## src/rtl/lik_isqrt.sv

```systemverilog
// Pipelined floor square root, one root bit per stage.
`default_nettype none
module lik_isqrt #(
	parameter int NB  = 16,
	parameter int SBW = 1
) (
	input  logic            clk,
	input  logic            arst_n,
	input  logic            en,
	input  logic            in_v,
	input  logic [2*NB-1:0] in_val,
	input  logic [SBW-1:0]  in_sb,
	output logic            out_v,
	output logic [NB-1:0]   out_root,
	output logic [SBW-1:0]  out_sb
);
	logic [2*NB-1:0] rem_s  [0:NB];
	logic [NB-1:0]   root_s [0:NB];
	logic [SBW-1:0]  sb_s   [0:NB];
	logic [NB:0]     v_s;

	// Valid chain
	always_ff @(posedge clk or negedge arst_n) begin
		if (!arst_n)
			v_s <= '0;
		else if (en)
			v_s <= {v_s[NB-1:0], in_v};
	end

	// Input capture
	always_ff @(posedge clk) begin
		if (en) begin
			rem_s[0]  <= in_val;
			root_s[0] <= '0;
			sb_s[0]   <= in_sb;
		end
	end

	// One root bit per stage, most significant first
	for (genvar j = 0; j < NB; j++) begin : g_stg
		localparam int B = NB - 1 - j;
		localparam logic [2*NB:0] ONEB = (2*NB+1)'(1) << (2*B);
		localparam logic [NB-1:0] RBIT = NB'(1) << B;
		logic [2*NB:0] trial;
		logic          ge;
		assign trial = ((2*NB+1)'(root_s[j]) << (B+1)) + ONEB;
		assign ge    = {1'b0, rem_s[j]} >= trial;
		always_ff @(posedge clk) begin
			if (en) begin
				rem_s[j+1]  <= ge ? rem_s[j] - trial[2*NB-1:0] : rem_s[j];
				root_s[j+1] <= ge ? (root_s[j] | RBIT) : root_s[j];
				sb_s[j+1]   <= sb_s[j];
			end
		end
	end

	assign out_v    = v_s[NB];
	assign out_root = root_s[NB];
	assign out_sb   = sb_s[NB];
endmodule
`default_nettype wire

```

## config.mk

```make
export PLATFORM = sky130hd
export DESIGN_NAME = lik_isqrt
export DESIGN_NICKNAME = d
export VERILOG_FILES = /design/src/rtl/lik_isqrt.sv
export SDC_FILE = /design/constraint.sdc
export NUM_CORES = 1
export LEC_CHECK = 0
export BUFFER_PORTS_ARGS = -buffer_cell sky130_fd_sc_hd__buf_2
export CAP_MARGIN = 0
export CORE_MARGIN = 4
export CORE_UTILIZATION = 30
export DETAILED_ROUTE_END_ITERATION = 7
export GPL_TIMING_DRIVEN = 0
export SLEW_MARGIN = 25
export SYNTH_ARGS = -nofsm -noshare
export SYNTH_HDL_FRONTEND = slang
export SYNTH_SLANG_ARGS = --single-unit
```

## constraint.sdc

```tcl
create_clock -name clk -period 2.7 [get_ports clk]
set_input_delay 0.405 -clock clk [delete_from_list [all_inputs] [get_ports clk]]
set_output_delay 0.405 -clock clk [all_outputs]
set_load 0.01 [all_outputs]
```

## Word level (Yosys, flattened, before mapping)

Memory sizes are Yosys's and may differ from the RTL's.
Cells that the tools add are included.

| storage, ports and cells | value |
|---|---|
| logic and storage cells | 86 |
| memory bits (writable) | 833 |
| bits of input ports | 37 |
| flip-flop bits (word level) | 17 |
| memories kept | 3 |
| output and inout port bits | 18 |

Memory list:

| memory | depth | bits a word | read ports | clocked after Yosys merged registers in | write ports | RTL line | RTL |
|---|---|---|---|---|---|---|---|
| rem_s | 17 | 32 | 16 | 0 | 17 | 17 | `logic [2*NB-1:0] rem_s [0:NB];` |
| root_s | 17 | 16 | 17 | 0 | 17 | 18 | `logic [NB-1:0] root_s [0:NB];` |
| sb_s | 17 | 1 | 17 | 0 | 17 | 19 | `logic [SBW-1:0] sb_s [0:NB];` |

| cells by class | value |
|---|---|
| order comparisons | 16 |
| muxes and demuxes | 34 |
| $add $sub $neg | 32 |

Operator list:

| kind | count |
|---|---|
| $mux W32 | 16 |
| $sub A32 B32 Y32 | 2 |
| $add A32 B31 Y33 const B | 1 |
| $ge A32 B33 Y1 | 1 |
| $add A31 B29 Y32 const B | 1 |
| $ge A32 B18 Y1 | 1 |
| $ge A32 B19 Y1 | 1 |
| $ge A32 B20 Y1 | 1 |
| $ge A32 B21 Y1 | 1 |
| $ge A32 B22 Y1 | 1 |
| $ge A32 B23 Y1 | 1 |
| $ge A32 B24 Y1 | 1 |
| $ge A32 B25 Y1 | 1 |
| $ge A32 B26 Y1 | 1 |
| $ge A32 B27 Y1 | 1 |
| $ge A32 B28 Y1 | 1 |
| $ge A32 B29 Y1 | 1 |
| $ge A32 B30 Y1 | 1 |
| $ge A32 B31 Y1 | 1 |
| $ge A32 B32 Y1 | 1 |
| $sub A32 B18 Y32 | 1 |
| $sub A32 B19 Y32 | 1 |
| $sub A32 B20 Y32 | 1 |
| $sub A32 B21 Y32 | 1 |
| other kinds (40) | 42 |

## Logic depth before layout (Yosys ltp)

An unclocked memory read counts as a cell.

| logic depth | value |
|---|---|
| depth after elaboration | 4 |
| gate-level depth with buffers | 12 |
| depth with buffers taken out | 10 |

## Worst setup path after synthesis

No wires, ideal clock.

| timing | value |
|---|---|
| kind | reg2reg |
| from | memory rem_s[0][465] in the netlist's numbering |
| to | memory rem_s[0][504] in the netlist's numbering, data pin |
| clock period less this slack | 2881 ps |
| stages on the path, launching flop included | 10 |
| required time | 2434 ps |
| arrival time | 2615 ps |
| slack | -181 ps |
| buffers on the path | 1 |
| cell sequence | edfxtp_1 > ha_1 > a2111o_1 > or3b_2 > a2111oi_1 > o41ai_1 > nor2_4 > buf_6 > nor3_1 > xor2_1 |

RTL lines:

| item | RTL line |
|---|---|
| start, declared | 17 |

==> flow_summary.yaml <==
outcome:
  status: "finished with violations"
  violations: "setup timing"
routing:
  vias: 17900
  drt-vias-per-instance: 4.56
  ant_nets: 0
  routedWlPerCell_um: 13.9
  wirelength_um: 54500
  first_iter_violations: 916
  drc: 0
  first_pass_iters: 5
worst_setup_path:
  path_depth: 9
  crit_slowest_cell: "edfxtp_1"
  crit_chain: "ha_4 > a2111o_1 > or3b_4 > a2111oi_4 > o41ai_4 > nor2_4 > buf_6 > nor4_1 > xor2_1"
  critPathMaxFanout: 5
  rr_worst_depth: 9
  end_kind: "flip-flop"
  cp_data_arrival_time_ns: 3.20
  cp.buffers_inverters: 1
  cp_top_family: "compound AO/OA/AOI/OAI gates"
  worst-endpoint-required_ns: 3.05
  path_class: "reg2reg"
  critPathLaunchType: "flip-flop"
  max_stage_delay_ns: 0.43
clock_network:
  clockBufferDepth: 3
  cts.reportedPaths.clkPinSlew_ns: 0.06
  clk_latency_ns: 0.62
  cts_buffers: 71
  h-tree-depth: 3
  cts-root-buf: "clkbuf_16"
  cts_sinks: 682
  tritoncts: "built"
placed_design:
  dp_hpwl_um: 37300
  globalplace.congestion: 0.894
  io_buffers: 54
  pre_cts_ws_ns: -0.746
  place_area_sq_mm: 0.0331
die:
  die-area_sq_mm: 0.108
  start_util_pct: 30.3
  ios: 55
  fp.dieW_um: 329
  die_h_um: 329
  std_cell_rows: 117
  coreArea_sq_mm: 0.102
timing:
  period_needed_ns: 2.85
  fin_crit_sh_pct: 105
  hold_viol: 0
  slew_headroom_pct: 19.1
  max_freq_mhz: 351
  slew_violations: 0
  grt_setup_unrepaired: "yes"
  worst_pin_slew_ns: 1.20
  finalClockSkew_ns: 0.0205
  setup_viol: 37
  setup_slack_ns: -0.146
yosys:
  yosysTopAreaCellShare_pct: 64.7
  synth_area_leaders: "edfxtp_1 (65%), ha_1 (6.1%), xor2_1 (3.1%), xnor2_1 (2.5%), inv_1 (2.2%)"
  synth-seq-area-share_pct: 66.0
  syn_nets: 2462
  synth_cells: 2275
  synth-edff-count: 665
  avgSynthCellArea_sq_um: 13.6
  ys_ff_latch: 682
  yosysMostFrequentCell: "edfxtp_1"
  synth_common_cells: "edfxtp_1 (665), inv_1 (183), ha_1 (150)"
  async_flop_share_pct: 2.49
  ys_types: 77
  syn_area_sq_mm: 0.0309
  yosys_warnings: 0
  synth_top_cell_by_area: "edfxtp_1"
  ys.flop_type: "edfxtp_1"
job:
  maxCapViolations: 0
global_routing:
  grt_util_all_layers_pct: 9.78
  grt_pass1_vias: 18200
  antenna_found_initial: 0
  grt.overflow.total: 0
  grt_first_pass_wirelength_um: 86600
  grt_max_degree: 100
cells_and_area:
  multiInputGateArea_sq_mm: 0.0109
  nFillCells: 9587
  regArea_sq_mm: 0.0204
  diodes: 0
  nets: 2701
  design_area_sq_mm: 0.0377
  drive_above_1_share_pct: 18.8
  syn_to_final_growth_pct: 22.1
pwr:
  ir_worst_vdd_v: 0.000652
  power_leakage_nw: 13.9
  powerDensity_mw_per_mm2: 751
min_path:
  hold_path_class: "in2reg"
  whs_path_depth: 1
power by group:
group          total (mW)  internal, mW  leakage (nW)  switching [mW]
combinational        4.70          2.24          6.22            2.46
sequential           14.1          13.2          6.57           0.863
clock                9.51          5.49          1.10            4.02
total                28.3          21.0          13.9            7.34
registers in the layout, indices dropped and copies added (netlist names):
| signal | count |
|---|---|
| v_s | 17 |
| root_s | 136 |
| rem_s | 512 |
| sb_s | 17 |
per-layer routing:
| layer | GRT usage (%) | wire length (um) | vias up |
|---|---|---|---|
| met5 | 0 | 0 | - |
| met3 | 1.96 | 1750 | 159 |
| met2 | 19.1 | 29900 | 304 |
| li1 | - | - | 9014 |
| met1 | 9.74 | 20400 | 8445 |
| met4 | 4.72 | 2380 | 0 |
cells in the final DEF (no fill, tap or decap), types with 29 or more instances in the layout:
cell and n:
a21oi_1 101, buf_2 55, buf_4 68, clkbuf_16 75, dlygate4sd3_1 35, edfxtp_1 665, ha_1 124, inv_1 179
mux2_2 31, nand2_1 107, nand4_1 29, nor2_1 124, nor3_1 53, nor4_1 54, o21a_1 35, o21ai_0 82
xnor2_1 85, xor2_1 109
worst register-to-register path, delay by kind of cell, from the launching register on:
| family | cells | cell delay (ns) |
|---|---|---|
| xor+xnor | 1 | 0.15 |
| buf+inv | 1 | 0.18 |
| fa+ha+maj | 1 | 0.26 |
| flops | 1 | 0.43 |
| compound gates | 3 | 0.89 |
| simple gates | 3 | 0.68 |
kinds of logic (layout without fill, tap and decap cells):
logic type                 after synthesis  in the layout  synth area share, %
and+or+nand+nor                        607            607                 10.4
AOI/OAI and AO/OA                      380            380                 7.66
muxes                                   43             43                 1.54
adders and majority gates              150            150                 6.08
DFF                                    682            682                 66.0
buffers and inverters                  217            506                 2.71
xor gates and xnor gates               196            196                 5.56
final timing paths:
| check | start | end | slack, ns |
|---|---|---|---|
| min | en | rem_s[0][23] | 0.17 |
| min reg2reg | sb_s[0][6] | sb_s[0][7] | 0.41 |
| max reg2reg | rem_s[0][465] | rem_s[0][508] | -0.15 |
| min in group asynchronous | arst_n | v_s[2] | 0.22 |
| max in group asynchronous | arst_n | v_s[15] | 2.21 |
| max | rem_s[0][465] | rem_s[0][508] | -0.15 |
repair_timing:
action / 4_1_cts / 5_1_grt
hold endpoints to repair: 51 / 0
endpoints found under the setup margin: 201 / 276
pin swaps: 32 / 57
hold buffers: 35 / 0
gates resized for setup: 116 / 186
setup buffers: 35 / 40
gates cloned: 0 / 4
final cells by class:
| type | count | area share, % |
|---|---|---|
| clock inverter | 38 | 1.17 |
| sequential | 682 | 54.1 |
| timing repair buffer | 175 | 4.08 |
| clock buffer | 85 | 4.85 |
| tap | 1368 | 4.54 |
| inverter | 185 | 1.88 |
| buffer | 23 | 0.514 |
| multi-input combinational | 1376 | 28.9 |
through the flow:
stage	setup TNS, ns	total power, mW	hold slack, ns	utilization, %	instances
after floorplan	0	17.0	0.109	-	2275
after global placement	-5864.69	18.2	0.337	32.3	3697
after detailed placement	-139.60	18.2	0.341	32.5	3704
after CTS	-3.27	28.1	0.129	35.8	3892
after global routing	-7.96	29.8	0.145	36.9	3932
final	-3.37	28.3	0.170	36.9	3932
Note: power is estimated with default switching activity, not from simulation.
